==> src/rtl/core/qlb_pkg.sv <==
// ----------------------------------------------------------------------------
// qlb_pkg
// Shared types and constants of the quoted line blanker.
// ----------------------------------------------------------------------------
package qlb_pkg;

   localparam int CP_W        = 21;
   localparam int MARGIN_W    = 5;
   localparam int QCOUNT_W    = 3;
   localparam int QUOTE_REGS  = 4;
   localparam int QUOTE_SLOTS = 4;
   localparam int CSR_IDX_W   = 3;
   localparam int CMDQ_DEPTH  = 4;

   localparam logic [CP_W-1:0] NEWLINE_CP = CP_W'(10);
   localparam logic [CP_W-1:0] SPACE_CP   = CP_W'(32);

   localparam logic [CSR_IDX_W-1:0] CSR_MARGIN       = 3'd0;
   localparam logic [CSR_IDX_W-1:0] CSR_QUOTE_COUNT  = 3'd1;
   localparam logic [CSR_IDX_W-1:0] CSR_QUOTE_CHAR_A = 3'd2;
   localparam logic [CSR_IDX_W-1:0] CSR_QUOTE_CHAR_B = 3'd3;
   localparam logic [CSR_IDX_W-1:0] CSR_QUOTE_CHAR_C = 3'd4;
   localparam logic [CSR_IDX_W-1:0] CSR_QUOTE_CHAR_D = 3'd5;

   typedef struct packed {
      logic [MARGIN_W-1:0]                   margin;
      logic [QCOUNT_W-1:0]                   quote_count;
      logic [QUOTE_REGS-1:0][CP_W-1:0]       quote_char;
   } cfg_type;

   typedef struct packed {
      logic             write_en;
      logic             out_en;
      logic             blank;
      logic [CP_W-1:0]  final_char;
   } cmd_type;

endpackage

==> src/rtl/core/qlb_cmd_fifo.sv <==
// ----------------------------------------------------------------------------
// qlb_cmd_fifo
// Short command queue between the classifier and the release sequencer.
// ----------------------------------------------------------------------------
module qlb_cmd_fifo
   import qlb_pkg::*;
#(
   parameter int W = 8
) (
   input  logic         clock,
   input  logic         reset,
   input  logic         push,
   input  logic [W-1:0] push_data,
   output logic         full,
   input  logic         pop,
   output logic [W-1:0] pop_data,
   output logic         empty
);

   localparam int AW = $clog2(CMDQ_DEPTH);

   logic [W-1:0] mem_ff [CMDQ_DEPTH];
   logic [AW:0]  wr_ptr_ff, wr_ptr_in;
   logic [AW:0]  rd_ptr_ff, rd_ptr_in;

   assign empty    = wr_ptr_ff == rd_ptr_ff;
   assign full     = (wr_ptr_ff[AW-1:0] == rd_ptr_ff[AW-1:0]) &&
                     (wr_ptr_ff[AW] != rd_ptr_ff[AW]);
   assign pop_data = mem_ff[rd_ptr_ff[AW-1:0]];

   assign wr_ptr_in = (push && !full) ? wr_ptr_ff + 1'b1 : wr_ptr_ff;
   assign rd_ptr_in = (pop && !empty) ? rd_ptr_ff + 1'b1 : rd_ptr_ff;

   always_ff @(posedge clock) begin
      if (reset) begin
         wr_ptr_ff <= '0;
         rd_ptr_ff <= '0;
      end else begin
         wr_ptr_ff <= wr_ptr_in;
         rd_ptr_ff <= rd_ptr_in;
      end
   end

   always_ff @(posedge clock) begin
      if (push && !full) begin
         mem_ff[wr_ptr_ff[AW-1:0]] <= push_data;
      end
   end

endmodule

==> src/rtl/core/qlb_front.sv <==
// ----------------------------------------------------------------------------
// qlb_front
// Accepts characters, tracks line state and classifies each character into
// a hold or a release command for the back end.
// ----------------------------------------------------------------------------
module qlb_front
   import qlb_pkg::*;
#(
   parameter int MAX_MARGIN = 31,
   parameter int CW         = 5
) (
   input  logic            clock,
   input  logic            reset,
   input  cfg_type         cfg,
   input  logic            req_push,
   output logic            req_full,
   input  logic [CP_W-1:0] req_code_point,
   input  logic            req_end_of_chunk,
   output logic            cmd_push,
   output cmd_type         cmd,
   output logic [CW-1:0]   cmd_count,
   input  logic            cmd_full
);

   localparam int QLIM = (QUOTE_SLOTS < QUOTE_REGS) ? QUOTE_SLOTS : QUOTE_REGS;

   logic [CW-1:0]       held_ff, held_in;
   logic [MARGIN_W-1:0] column_ff, column_in;
   logic                line_start_ff, line_start_in;
   logic                quoted_ff, quoted_in;

   logic [MARGIN_W-1:0] m_eff;
   logic [QCOUNT_W-1:0] n_eff;
   logic                quote_hit;
   logic                q_now;
   logic                col_lt;
   logic                undecided;
   logic                take;

   assign req_full = cmd_full;
   assign take     = req_push && !cmd_full;
   assign cmd_push = take;

   always_comb begin
      m_eff = (32'(cfg.margin) > MAX_MARGIN) ? MARGIN_W'(MAX_MARGIN) : cfg.margin;
      n_eff = (32'(cfg.quote_count) > QLIM) ? QCOUNT_W'(QLIM) : cfg.quote_count;
      quote_hit = 1'b0;
      for (int i = 0; i < QUOTE_REGS; i++) begin
         if ((32'(n_eff) > i) && (cfg.quote_char[i] == req_code_point)) begin
            quote_hit = 1'b1;
         end
      end
   end

   always_comb begin
      q_now     = quoted_ff || (line_start_ff && quote_hit);
      col_lt    = column_ff < m_eff;
      undecided = line_start_ff && col_lt;

      cmd.write_en   = 1'b0;
      cmd.out_en     = 1'b1;
      cmd.blank      = 1'b0;
      cmd.final_char = req_code_point;
      cmd_count      = held_ff;

      held_in       = '0;
      column_in     = column_ff;
      line_start_in = line_start_ff;
      quoted_in     = q_now;

      if (req_code_point == NEWLINE_CP) begin
         cmd.blank     = q_now;
         quoted_in     = 1'b0;
         line_start_in = 1'b1;
         column_in     = '0;
      end else begin
         if (col_lt) begin
            column_in = column_ff + 1'b1;
         end else begin
            line_start_in = 1'b0;
         end
         if (q_now) begin
            cmd.blank      = 1'b1;
            cmd.final_char = SPACE_CP;
         end else if (undecided && (held_ff != CW'(MAX_MARGIN))) begin
            cmd.write_en = 1'b1;
            if (req_end_of_chunk) begin
               cmd.out_en = 1'b1;
            end else begin
               cmd.out_en = 1'b0;
               held_in    = held_ff + 1'b1;
            end
         end
      end
   end

   always_ff @(posedge clock) begin
      if (reset) begin
         held_ff       <= '0;
         column_ff     <= '0;
         line_start_ff <= 1'b1;
         quoted_ff     <= 1'b0;
      end else if (take) begin
         held_ff       <= held_in;
         column_ff     <= column_in;
         line_start_ff <= line_start_in;
         quoted_ff     <= quoted_in;
      end
   end

endmodule

==> src/rtl/core/qlb_back.sv <==
// ----------------------------------------------------------------------------
// qlb_back
// Holds undecided characters and sequences their release, one result per
// cycle when popped, followed by the final character of each command.
// ----------------------------------------------------------------------------
module qlb_back
   import qlb_pkg::*;
#(
   parameter int MAX_MARGIN = 31,
   parameter int CW         = 5
) (
   input  logic            clock,
   input  logic            reset,
   input  logic            cmd_empty,
   output logic            cmd_pop,
   input  cmd_type         cmd,
   input  logic [CW-1:0]   cmd_count,
   output logic            rsp_empty,
   input  logic            rsp_pop,
   output logic [CP_W-1:0] rsp_out_char,
   output logic            rsp_last
);

   localparam int AW = (MAX_MARGIN > 1) ? $clog2(MAX_MARGIN) : 1;

   logic [CP_W-1:0] held_mem [MAX_MARGIN];
   logic [CP_W-1:0] rd_data_ff;

   logic            busy_ff, busy_in;
   logic [CW-1:0]   idx_ff, idx_in;
   logic [CW-1:0]   cnt_ff, cnt_in;
   logic            blank_ff, blank_in;
   logic [CP_W-1:0] final_ff, final_in;

   logic at_final;
   logic take;

   assign at_final     = idx_ff == cnt_ff;
   assign rsp_empty    = !busy_ff;
   assign rsp_last     = at_final;
   assign rsp_out_char = at_final ? final_ff : (blank_ff ? SPACE_CP : rd_data_ff);

   assign take    = !cmd_empty && (!busy_ff || (rsp_pop && at_final));
   assign cmd_pop = take;

   always_comb begin
      busy_in  = busy_ff;
      idx_in   = idx_ff;
      cnt_in   = cnt_ff;
      blank_in = blank_ff;
      final_in = final_ff;
      if (take) begin
         busy_in  = cmd.out_en;
         idx_in   = '0;
         cnt_in   = cmd_count;
         blank_in = cmd.blank;
         final_in = cmd.final_char;
      end else if (busy_ff && rsp_pop) begin
         if (at_final) begin
            busy_in = 1'b0;
         end else begin
            idx_in = idx_ff + 1'b1;
         end
      end
   end

   always_ff @(posedge clock) begin
      if (reset) begin
         busy_ff <= 1'b0;
         idx_ff  <= '0;
         cnt_ff  <= '0;
      end else begin
         busy_ff <= busy_in;
         idx_ff  <= idx_in;
         cnt_ff  <= cnt_in;
      end
   end

   always_ff @(posedge clock) begin
      blank_ff <= blank_in;
      final_ff <= final_in;
   end

   always_ff @(posedge clock) begin
      if (take && cmd.write_en) begin
         held_mem[cmd_count[AW-1:0]] <= cmd.final_char;
      end
      rd_data_ff <= held_mem[idx_in[AW-1:0]];
   end

endmodule

==> src/rtl/core/quoted_line_blanker_top.sv <==
// ----------------------------------------------------------------------------
// quoted_line_blanker_top
// Result path: the first result of a character reaches the result ports once
// its command has passed the command queue and the back end's sequencer
// registers, when the back end is idle. Throughput: one character per cycle
// while the queue has room; n held chars give n+1 results, one per pop.
// Reset: clears line state, queue and sequencer, loads register defaults;
// held-character buffer contents stay undefined until written.
// ----------------------------------------------------------------------------
module quoted_line_blanker_top
   import qlb_pkg::*;
#(
   parameter int MAX_MARGIN = 31
) (
   input  logic                 clock,
   input  logic                 reset,
   input  logic                 req_push,
   output logic                 req_full,
   input  logic [CP_W-1:0]      req_code_point,
   input  logic                 req_end_of_chunk,
   output logic                 rsp_empty,
   input  logic                 rsp_pop,
   output logic [CP_W-1:0]      rsp_out_char,
   output logic                 rsp_last,
   input  logic                 csr_valid,
   output logic                 csr_ready,
   input  logic [CSR_IDX_W-1:0] csr_index,
   input  logic [CP_W-1:0]      csr_data
);

   localparam int CW    = $clog2(MAX_MARGIN + 1);
   localparam int CMD_W = $bits(cmd_type) + CW;

   cfg_type cfg_ff, cfg_in;

   logic            f_push, f_full, f_empty, f_pop;
   cmd_type         f_cmd, b_cmd;
   logic [CW-1:0]   f_count, b_count;
   logic [CMD_W-1:0] q_in, q_out;

   assign csr_ready = 1'b1;

   always_comb begin
      cfg_in = cfg_ff;
      if (csr_valid) begin
         case (csr_index)
            CSR_MARGIN:       cfg_in.margin        = csr_data[MARGIN_W-1:0];
            CSR_QUOTE_COUNT:  cfg_in.quote_count   = csr_data[QCOUNT_W-1:0];
            CSR_QUOTE_CHAR_A: cfg_in.quote_char[0] = csr_data;
            CSR_QUOTE_CHAR_B: cfg_in.quote_char[1] = csr_data;
            CSR_QUOTE_CHAR_C: cfg_in.quote_char[2] = csr_data;
            CSR_QUOTE_CHAR_D: cfg_in.quote_char[3] = csr_data;
            default:          cfg_in = cfg_ff;
         endcase
      end
   end

   always_ff @(posedge clock) begin
      if (reset) begin
         cfg_ff.margin        <= MARGIN_W'(10);
         cfg_ff.quote_count   <= QCOUNT_W'(2);
         cfg_ff.quote_char[0] <= CP_W'(62);
         cfg_ff.quote_char[1] <= CP_W'(124);
         cfg_ff.quote_char[2] <= '0;
         cfg_ff.quote_char[3] <= '0;
      end else begin
         cfg_ff <= cfg_in;
      end
   end

   qlb_front #(
      .MAX_MARGIN (MAX_MARGIN),
      .CW         (CW)
   ) u_front (
      .clock            (clock),
      .reset            (reset),
      .cfg              (cfg_ff),
      .req_push         (req_push),
      .req_full         (req_full),
      .req_code_point   (req_code_point),
      .req_end_of_chunk (req_end_of_chunk),
      .cmd_push         (f_push),
      .cmd              (f_cmd),
      .cmd_count        (f_count),
      .cmd_full         (f_full)
   );

   assign q_in = {f_count, f_cmd};

   qlb_cmd_fifo #(
      .W (CMD_W)
   ) u_cmd_fifo (
      .clock     (clock),
      .reset     (reset),
      .push      (f_push),
      .push_data (q_in),
      .full      (f_full),
      .pop       (f_pop),
      .pop_data  (q_out),
      .empty     (f_empty)
   );

   assign b_count = q_out[CMD_W-1 -: CW];
   assign b_cmd   = q_out[$bits(cmd_type)-1:0];

   qlb_back #(
      .MAX_MARGIN (MAX_MARGIN),
      .CW         (CW)
   ) u_back (
      .clock        (clock),
      .reset        (reset),
      .cmd_empty    (f_empty),
      .cmd_pop      (f_pop),
      .cmd          (b_cmd),
      .cmd_count    (b_count),
      .rsp_empty    (rsp_empty),
      .rsp_pop      (rsp_pop),
      .rsp_out_char (rsp_out_char),
      .rsp_last     (rsp_last)
   );

endmodule

==> config.mk <==
export PLATFORM = sky130hd
export DESIGN_NAME = quoted_line_blanker_top
export DESIGN_NICKNAME = d
export VERILOG_FILES = /design/src/rtl/core/qlb_pkg.sv /design/src/rtl/core/qlb_cmd_fifo.sv /design/src/rtl/core/qlb_front.sv /design/src/rtl/core/qlb_back.sv /design/src/rtl/core/quoted_line_blanker_top.sv
export SDC_FILE = /design/constraint.sdc
export NUM_CORES = 1
export LEC_CHECK = 0
export ABC_AREA = 0
export BUFFER_PORTS_ARGS = -buffer_cell sky130_fd_sc_hd__buf_4
export CAP_MARGIN = 10
export CORE_UTILIZATION = 50
export CTS_CLUSTER_DIAMETER = 200
export DETAILED_ROUTE_END_ITERATION = 6
export GPL_TIMING_DRIVEN = 1
export MAX_ROUTING_LAYER = met4
export PLACE_DENSITY_LB_ADDON = 0.05
export SLEW_MARGIN = 20
export SYNTH_ARGS = -nofsm -noshare
export SYNTH_HDL_FRONTEND = slang
export SYNTH_SLANG_ARGS = --single-unit
==> constraint.sdc <==
create_clock -name clock -period 7 [get_ports clock]
set_clock_uncertainty 0.1 [all_clocks]
set_input_delay 0.7 -clock clock [delete_from_list [all_inputs] [get_ports clock]]
set_output_delay 0.7 -clock clock [all_outputs]
set_load 0.1 [all_outputs]
== Yosys cells after proc, flatten, opt, wreduce, memory -nomap -nowiden ==
Memory sizes are Yosys's and may differ from the RTL's. A register that Yosys moved wholly into a read port is not among the register bits.
Cells that the tools add are included.

* Flip-flop bits (word level): 143
* Output and inout port bits: 25
* Word-level logic and storage cells: 114
* Memories: 2
* Memory bits (writable): 767

* $lt $le $gt $ge: 6
* Eq/ne operators: 16
* Mux-type cells: 35
* Add/subtract/negate cells: 5
* Reductions and logical operators: 33

{| class="wikitable"
|+ Memories
! name !! words !! bits a word !! read ports !! clocked after memory_dff !! wr ports !! line !! source
|-
| u_back.held_mem || 31 || 21 || 1 || 1 || 1 || qlb_back.sv:26 || <nowiki>logic [CP_W-1:0] held_mem [MAX_MARGIN];</nowiki>
|-
| u_cmd_fifo.mem_ff || 4 || 29 || 1 || 1 || 1 || qlb_cmd_fifo.sv:22 || <nowiki>logic [W-1:0] mem_ff [CMDQ_DEPTH];</nowiki>
|}

{| class="wikitable"
|+ Operator list
! operator !! count
|-
| equality test 21 bit || 4
|-
| 2-to-1 mux 21 bit || 3
|-
| 2-to-1 mux 5 bit || 9
|-
| 2-to-1 mux 22 bit || 1
|-
| equality test 21 x 4 -> 1 bit, second input constant || 1
|-
| AND reduction 2 bit || 9
|-
| 2-to-1 mux 1 bit || 16
|-
| adder 5 x 1 -> 5 bit, second input constant || 3
|-
| logical AND 1 bit || 15
|-
| 2-to-1 mux 2 bit || 5
|-
| adder 3 x 1 -> 3 bit, second input constant || 2
|-
| equality test 3 x 2 -> 1 bit, second input constant || 2
|-
| equality test 3 bit, second input constant || 2
|-
| greater-than comparator 3 x 1 -> 1 bit, second input constant || 2
|-
| greater-than comparator 3 x 2 -> 1 bit, second input constant || 2
|-
| nonzero test 2 bit || 3
|-
| equality test 5 bit || 1
|-
| less-than comparator 5 bit || 1
|-
| != test 5 bit, second input constant || 1
|-
| equality test 3 x 1 -> 1 bit, second input constant || 1
|-
| equality test 3 bit || 1
|-
| greater-than comparator 3 bit, second input constant || 1
|-
| zero test 1 bit || 3
|-
| zero test 3 bit || 1
|-
| 5 further kinds || 6
|}

== Logic depth before layout (Yosys ltp) ==
Gate-level depths: netlist (run 1).

* Depth after elaboration: 12
* Depth in mapped cells: 14
* Gate-level depth less buffers: 9

== Modules after synthesis ==
Synthesis (run 1) repeated with hierarchy kept, for this count alone.

* Cell total of the unflattened synthesis: 2552
* Area total of the unflattened synthesis: 37499.7 sq um

{| class="wikitable"
|+ Modules (own cells, without submodules)
! module !! cells an instance !! sequential area each (sq um) !! area each (sq um) !! instances
|-
| qlb_back || 1734 || 20850.0 || 27057.2 || 1
|-
| qlb_cmd_fifo || 219 || 3643.5 || 4750.8 || 1
|-
| quoted_line_blanker_top || 340 || 1841.8 || 3701.0 || 1
|-
| qlb_front || 259 || 240.2 || 1990.7 || 1
|}

== Worst setup path after synthesis (run 1) ==
OpenSTA, ideal clock, no wires.

* Path type: register -> output
* Start: register u_back.idx_ff[4]
* End: output rsp_out_char[0]
* Arrival time: 3.374 ns
* Stages on the path, launching flop included: 9
* Buffers on the path: 3
* Path slack: 2.826 ns
* Path through: dfxtp_1 buf_2 xor2_2 nand2b_1 buf_4 nor2_1 clkbuf_1 nand2_1 o21ai_0

* Word-level cells in the longest chain between the ends: 2

{| class="wikitable"
|+ RTL lines
! element !! line !! source
|-
| start, declared || qlb_back.sv:30 || <nowiki>logic [CW-1:0] idx_ff, idx_in;</nowiki>
|-
| start signal, assigned || qlb_back.sv:74 || <nowiki>idx_ff <= idx_in;</nowiki>
|-
| equality test 5 bit || qlb_back.sv:38 || <nowiki>assign at_final = idx_ff == cnt_ff;</nowiki>
|-
| via rsp_last || quoted_line_blanker_top.sv:24 || <nowiki>output logic rsp_last,</nowiki>
|-
| 2-to-1 mux 21 bit || qlb_back.sv:41 || <nowiki>assign rsp_out_char = at_final ? final_ff : (blank_ff ? SPACE_CP : rd_data_ff);</nowiki>
|-
| end, declared || quoted_line_blanker_top.sv:23 || <nowiki>output logic [CP_W-1:0] rsp_out_char,</nowiki>
|}

The timed path passes the listed nets, and every way through them passes these cells.

== Worst setup path after layout (run 1) ==
* Start: register u_back.idx_ff[3]
* End: register u_back.rd_data_ff[5] (read register of u_back.held_mem)

* Word-level cells in the longest chain between the ends: 5

{| class="wikitable"
|+ RTL lines
! element !! line !! source
|-
| branches (longest 4 deep; another with adder 5 x 1 -> 5 bit) || -- ||
|-
| 2-to-1 mux 5 bit * || qlb_back.sv:52 || <nowiki>if (take) begin</nowiki>
|-
| end, declared || qlb_back.sv:27 || <nowiki>logic [CP_W-1:0] rd_data_ff;</nowiki>
|}

Every way passes the cells marked *.
A chain may end at the register's enable or synchronous reset.

==> results of run 1 <==
==> through the flow <==
stage / worst slack (ns) / util (%) / instances
floorplan: 2.826 / - / 2731
global placement: 1.955 / 52.41 / 3627
detailed placement: 2.033 / 52.66 / 3629
CTS: 2.028 / 56.85 / 3811
global route: 1.703 / 56.91 / 3813
finish: 1.859 / 56.91 / 3813
==> worst register-to-register path, delay by kind of cell (launching register included) <==
kind            cells  cell delay, ns
compound gates      2            0.76
flops               1            0.50
simple gates        5            3.42
xor+xnor            1            0.20
==> cells in the mapped netlist (40+ instances only) <==
cell type,n,area (um2)
edfxtp_1,789,23690
buf_2,43,215.2
nand3_1,79,395.4
dfxtp_1,144,2883
nor2_1,83,311.6
o22ai_1,82,513.0
o21ai_0,73,365.4
a21oi_1,165,825.8
o221ai_1,46,402.9
nor4_1,40,250.2
clkbuf_1,112,420.4
xor2_1,78,683.2
nand2_1,437,1640
mux2i_1,109,1091
==> power breakdown <==
group | switching [mW] | internal, mW
Clock | 2.12 | 2.92
Sequential | 0.186 | 7.23
Combinational | 3.92 | 0.993
==> cells by family (layout without fill, tap and decap cells) <==
kind of cell	count (synthesis)	after routing	share of synthesized area (%)
flops	933	933	70.70
simple gates	810	810	10.03
compound gates	508	508	8.685
buf+inv	203	316	2.420
mux	159	159	5.279
xor+xnor	104	104	2.443
fa+ha+maj	13	13	0.4328
other cells	1	1	0.009977
==> routing by layer <==
layer	wire [um]	up-vias	global-route usage (%)
met2	50330	933	44.48
met1	45340	11890	39.85
met5	0	-	-
met3	7786	165	4.496
met4	3092	0	8.065
li1	-	10380	-
==> final timing paths <==
| kind | cells after the start | endpoint | startpoint | slack [ns] |
|---|---|---|---|---|
| worst max-delay path | 8 | u_back.rd_data_ff[5]$_DFF_P_ | u_back.idx_ff[3]$_SDFF_PP0_ | 1.86 |
| worst min-delay path | 3 | cfg_ff[27]$_SDFFE_PP1P_ | csr_data[6] | 0.21 |
| worst max register to register | 8 | u_back.rd_data_ff[5]$_DFF_P_ | u_back.idx_ff[3]$_SDFF_PP0_ | 1.86 |
| worst min register to register | 2 | cfg_ff[64]$_SDFFE_PP0P_ | cfg_ff[64]$_SDFFE_PP0P_ | 0.37 |
==> layout make-up <==
| type | instances | area, um2 |
|---|---|---|
| Clock buffer | 129 | 2650 |
| Inverter | 14 | 52.55 |
| Multi-Input combinational cell | 1595 | 10400 |
| Tap cell | 969 | 1212 |
| Timing Repair Buffer | 120 | 1011 |
| Clock inverter | 53 | 465.4 |
| Fill cell | 5933 | 32080 |
| Sequential cell | 933 | 26580 |
==> registers in the layout (all words and copies together), names as in the netlist, named ones only <==
name,count
cfg_ff,92
u_back.final_ff,21
u_back.busy_ff,1
u_front.line_start_ff,1
u_front.cmd_count,5
u_back.idx_ff,5
u_cmd_fifo.rd_ptr_ff,3
u_back.held_mem,651
u_front.quoted_ff,1
u_front.column_ff,5
u_back.rd_data_ff,21
u_cmd_fifo.wr_ptr_ff,3
u_back.cnt_ff,5
u_cmd_fifo.mem_ff,116
u_back.blank_ff,1
==> impl_metrics.csv, run 1 <==
group,metric,value,unit
drt,routedWlPerCell,27.94,um
sta,fin_crit_sh,73.44,%
worst_setup_path,slowest_delay,1.09,ns
floorplanning,dieHeight,276.2,um
layout,final_common_cell,"edfxtp_1",
synthesis,seq_area_frac_synth,70.70,%
outcome,run_status,"finished, final reports clean",
cts,cts_tree,"yes",
cts,holdBufCountCts,0,
placement,placed_cell_area,0.03921,mm2
layout,fin_area,0.04237,mm2
sta,fin_hold_ws,0.2076,ns
global_route,first_global_vias,22830,
synthesis,syn_area,0.03759,mm2
layout,synthToLayoutAreaGrowth,12.73,%
sta,fin_setup_tns,0,ns
synthesis,yosysUniqueCellTypes,74,
drt,drc,0,
sta,tightest_slew,1.252,ns
sta,setup_viol,0,
worst_setup_path,critPathBufInv,0,
global_route,grt_max_degree,107,
power,ir_worst_vdd,0.4940,mV
cts,clock_sinks,933,
sta,rsz0062_at_grt,"false",
cts,cts-root-buf,"clkbuf_16",
layout,drive_gt1_share,13.26,%
power,total_power,17.38,mW
worst_setup_path,cp.arrival,5.52,ns
layout,final_nets,2825,
run,drv_cap,0,
worst_setup_path,slowest_stage,"nor4_1",
synthesis,synth-seq-cells,933,
drt,first_iter_violations,2722,
layout,n_antenna_cell,0,
cts,clk_latency,0.64,ns
floorplanning,io_pins,76,
worst_setup_path,end_kind,"register",
drt,drt-pass1-iter-count,5,
floorplanning,dieArea,0.07628,mm2
synthesis,postSynthCellCount,2731,
placement,io_buffers,74,
synthesis,synth-edff-count,789,
sta,relSlewSlack,15.80,%
sta,fmax,194.5,MHz
cts,postCtsSetupBuffers,0,
synthesis,synth-main-ff-cell,"edfxtp_1",
worst_setup_path,critPathTopFamily,"simple AND/OR/NAND/NOR gates",
power,leakage,14.65,nW
global_route,antenna_found_initial,2,
drt,drt-total-wl,106600,um
layout,final_cell_mix,"edfxtp_1, nand2_1, a21oi_1",
drt,ant_nets,0,
cts,cts_buffers,97,
cts,ctsResizeCount,0,
worst_setup_path,crit_chain,"xnor2_1 > and3_1 > a41oi_2 > nand3_4 > or3_1 > o22ai_1 > nor4_1 > nand4_1",
global_route,grt.overflow.total,0,
sta,slew_violations,0,
power,power_density,410.1,mW/mm2
worst_setup_path,start_kind,"register",
drt,viasPerCell,6.129,
worst_setup_path,cp_max_fo,65,
floorplanning,fp.dieW,276.2,um
drt,vias,23370,
synthesis,ys_async_sr_fraction,0,%
worst_setup_path,crit_type,"register to register",
synthesis,syn_area_per_cell,13.76,um2
floorplanning,num_rows,100,
cts,ctsHtreeMaxLevel,3,
floorplanning,start_util,50.49,%
min_path,hold_path.class,"input port to register",
placement,gp_congestion,0.8850,
cts,clockBufferDepth,3,
placement,place_hpwl,65620,um
worst_setup_path,required,7.38,ns
synthesis,synth_nets,2795,
global_route,grtUsageTotal,28.81,%
global_route,grt_pass1_wl,157000,um
sta,period_minus_slack,5.141,ns
synthesis,synth_warnings,0,
floorplanning,coreArea,0.07445,mm2
sta,finalHoldViolations,0,
cts,clk_pin_slew_worst_paths,0.06,ns
(Power assumes the default switching activity.)
==> run 2, diff against run 1 <==
==> constraint.sdc (replaced) <==
create_clock -name clock -period 5.3 [get_ports clock]
set_clock_uncertainty 0.1 [all_clocks]
set_input_delay 0.53 -clock clock [delete_from_list [all_inputs] [get_ports clock]]
set_output_delay 0.53 -clock clock [all_outputs]
set_load 0.1 [all_outputs]
==> run 2 against run 1 <==
Compared with the run above:
- worst hold slack lost 0.16 ns
- sequential share of layout area shrank 0.35 points
- final area grew 0.56%
- critical endpoint is now u_back.rd_data_ff[18]$_DFF_P_
- critical path type unchanged
==> impl_metrics.csv, run 2 (synthesis results as in run 1) <==
group,metric,value,unit
outcome,run_status,"finished, final reports clean",
worst_setup_path,start_kind,"register",
global_route,antenna_found_initial,1,
sta,rsz0062_at_grt,"false",
worst_setup_path,rr_startpoint,"u_back.idx_ff[2]$_SDFF_PP0_",
drt,drt-total-wl,106400,um
cts,cts_tree,"yes",
drt,first_iter_violations,2367,
sta,fin_crit_sh,80.42,%
layout,drive_gt1_share,14.46,%
global_route,first_global_vias,23000,
cts,cts_buffers,96,
floorplanning,dieArea,0.07628,mm2
min_path,hold_path.class,"input port to register",
worst_setup_path,slowest_stage,"o211ai_2",
floorplanning,num_rows,100,
sta,slew_violations,0,
worst_setup_path,critPathBufInv,1,
placement,gp_congestion,0.9155,
power,internal-power,14.98,mW
cts,clock_sinks,933,
drt,routedWlPerCell,27.66,um
floorplanning,io_pins,76,
worst_setup_path,critPathTopFamily,"simple AND/OR/NAND/NOR gates",
power,power.clock.fraction,29.2,%
cts,cts-root-buf,"clkbuf_16",
worst_setup_path,r2r_setup_slack,1.04,ns
worst_setup_path,slowest_delay,0.82,ns
power,power_density,552.6,mW/mm2
drt,drt-pass1-iter-count,6,
layout,final_cell_mix,"edfxtp_1, nand2_1, a21oi_1",
floorplanning,start_util,50.49,%
min_path,worstHoldStart,"csr_data[14]",
min_path,hold_path_end,"cfg_ff[35]$_SDFFE_PP0P_",
power,leakage,14.88,nW
worst_setup_path,crit_chain,"xnor2_1 > nand2b_1 > o211ai_2 > nand3_4 > buf_4 > o211ai_1 > a31oi_1 > nor4_1 > nand3_1",
floorplanning,dieHeight,276.2,um
cts,clk_pin_slew_worst_paths,0.06,ns
layout,fillers,5935,
sta,fin_setup_tns,0,ns
power,power.share.switching,36.36,%
global_route,grt_max_degree,136,
worst_setup_path,crit_type,"register to register",
cts,clockBufferDepth,3,
worst_setup_path,cp.arrival,4.68,ns
drt,viasPerCell,6.093,
sta,fmax,234.6,MHz
global_route,grtUsageTotal,28.73,%
sta,setup_viol,0,
placement,place_hpwl,66420,um
power,total_power,23.54,mW
min_path,whs_path_depth,3,
sta,tightest_slew,1.110,ns
sta,period_minus_slack,4.263,ns
run,drv_cap,0,
drt,vias,23440,
sta,relSlewSlack,26.03,%
placement,io_buffers,74,
power,p_sw,8.560,mW
layout,largest_reg_flops,651,
global_route,grt.overflow.total,0,
worst_setup_path,required,5.72,ns
power,ir_worst_vdd,0.5653,mV
layout,final_nets,2862,
power,power_frac_comb,29.3,%
sta,finalHoldViolations,0,
global_route,grt_pass1_wl,156000,um
worst_setup_path,cp_max_fo,36,
cts,ctsHtreeMaxLevel,3,
drt,ant_nets,0,
drt,drc,0,
layout,synthToLayoutAreaGrowth,13.35,%
floorplanning,fp.dieW,276.2,um
cts,clk_latency,0.66,ns
floorplanning,coreArea,0.07445,mm2
worst_setup_path,reg2reg_to,"u_back.rd_data_ff[18]$_DFF_P_",
layout,final_common_cell,"edfxtp_1",
power,seqPwrFrac,41.5,%
cts,ctsResizeCount,0,
worst_setup_path,end_kind,"register",
worst_setup_path,worstRegToRegCells,9,
==> run 2: changes by cell type in the layout (fill, tap and decap cells not counted), moves of 3 or more <==
| cell | change |
|---|---|
| buf_4 | +35 |
| nor2_2 | +20 |
| nor2_4 | -20 |
| clkinv_1 | -9 |
| clkbuf_1 | -7 |
| nor4_1 | +6 |
| nor4_2 | -6 |
| bufinv_16 | +5 |
| buf_12 | +4 |
| buf_16 | -3 |
| clkinv_2 | +3 |
==> run 2: how the worst max path moves through the flow <==
stage                                            from                            end  slack (ns)  depth (start not counted)
final                     u_back.idx_ff[2]$_SDFF_PP0_  u_back.rd_data_ff[18]$_DFF_P_        1.04                          9
after global routing      u_back.idx_ff[2]$_SDFF_PP0_  u_back.rd_data_ff[18]$_DFF_P_        0.79                          9
after CTS                 u_back.idx_ff[2]$_SDFF_PP0_  u_back.rd_data_ff[18]$_DFF_P_        1.11                          9
after detailed placement  u_back.idx_ff[2]$_SDFF_PP0_  u_back.rd_data_ff[18]$_DFF_P_        1.11                          9
after global placement    u_back.idx_ff[2]$_SDFF_PP0_  u_back.rd_data_ff[17]$_DFF_P_        1.28                          9
after floorplan           u_back.idx_ff[4]$_SDFF_PP0_                rsp_out_char[0]        1.30                          8
==> run 2: cell type report <==
class	count	area, um2	share of cell area, %
Clock buffer	122	2595	6.091
Inverter	14	52.55	0.1233
Sequential cell	933	26580	62.38
Clock inverter	54	615.6	1.445
Multi-Input combinational cell	1595	10260	24.07
Antenna cell	2	5.005	0.01175
Tap cell	969	1212	2.846
Timing Repair Buffer	158	1291	3.031
==> run 2: power groups by stage <==
stage	clock network (mW)	registers (mW)	logic [mW]
final	6.87	9.77	6.90
after global routing	7.25	9.82	7.26
after CTS	6.96	9.77	6.93
after detailed placement	0	9.92	6.92
after global placement	0	9.91	6.86
after floorplan	0	9.81	4.10
==> run 2: timing repair <==
item,4_1_cts,5_1_grt
hold buffers,2,0
setup buffers,0,0
hold endpoints to repair,3,0
==> run 2: routing by layer <==
layer	vias to the layer above	part of all wire, %	global-route usage (%)
met5	-	0	-
met3	191	6.6	4.267
met2	859	48	45.35
met1	11940	43	38.88
met4	0	3.1	8.394
li1	10460	-	-
==> run 2: stage by stage <==
step	hold WS [ns]	utilization (%)	instance area [um2]	std cells	setup slack [ns]
after global placement	0.3534	52.88	39370	3667	1.282
after CTS	0.01522	57.22	42600	3845	1.113
after detailed placement	0.3588	52.88	39370	3667	1.114
final	0.04898	57.23	42610	3847	1.037
after global routing	0.03212	57.23	42600	3846	0.7907
after floorplan	0.3481	-	37590	2731	1.296
==> run 2: worst min-delay path, delay by kind of cell <==
family | cells | cell delay (ns)
buffers and inverters | 1 | 0.13
AOI/OAI and AO/OA | 1 | 0.05
and+or+nand+nor | 1 | 0.05
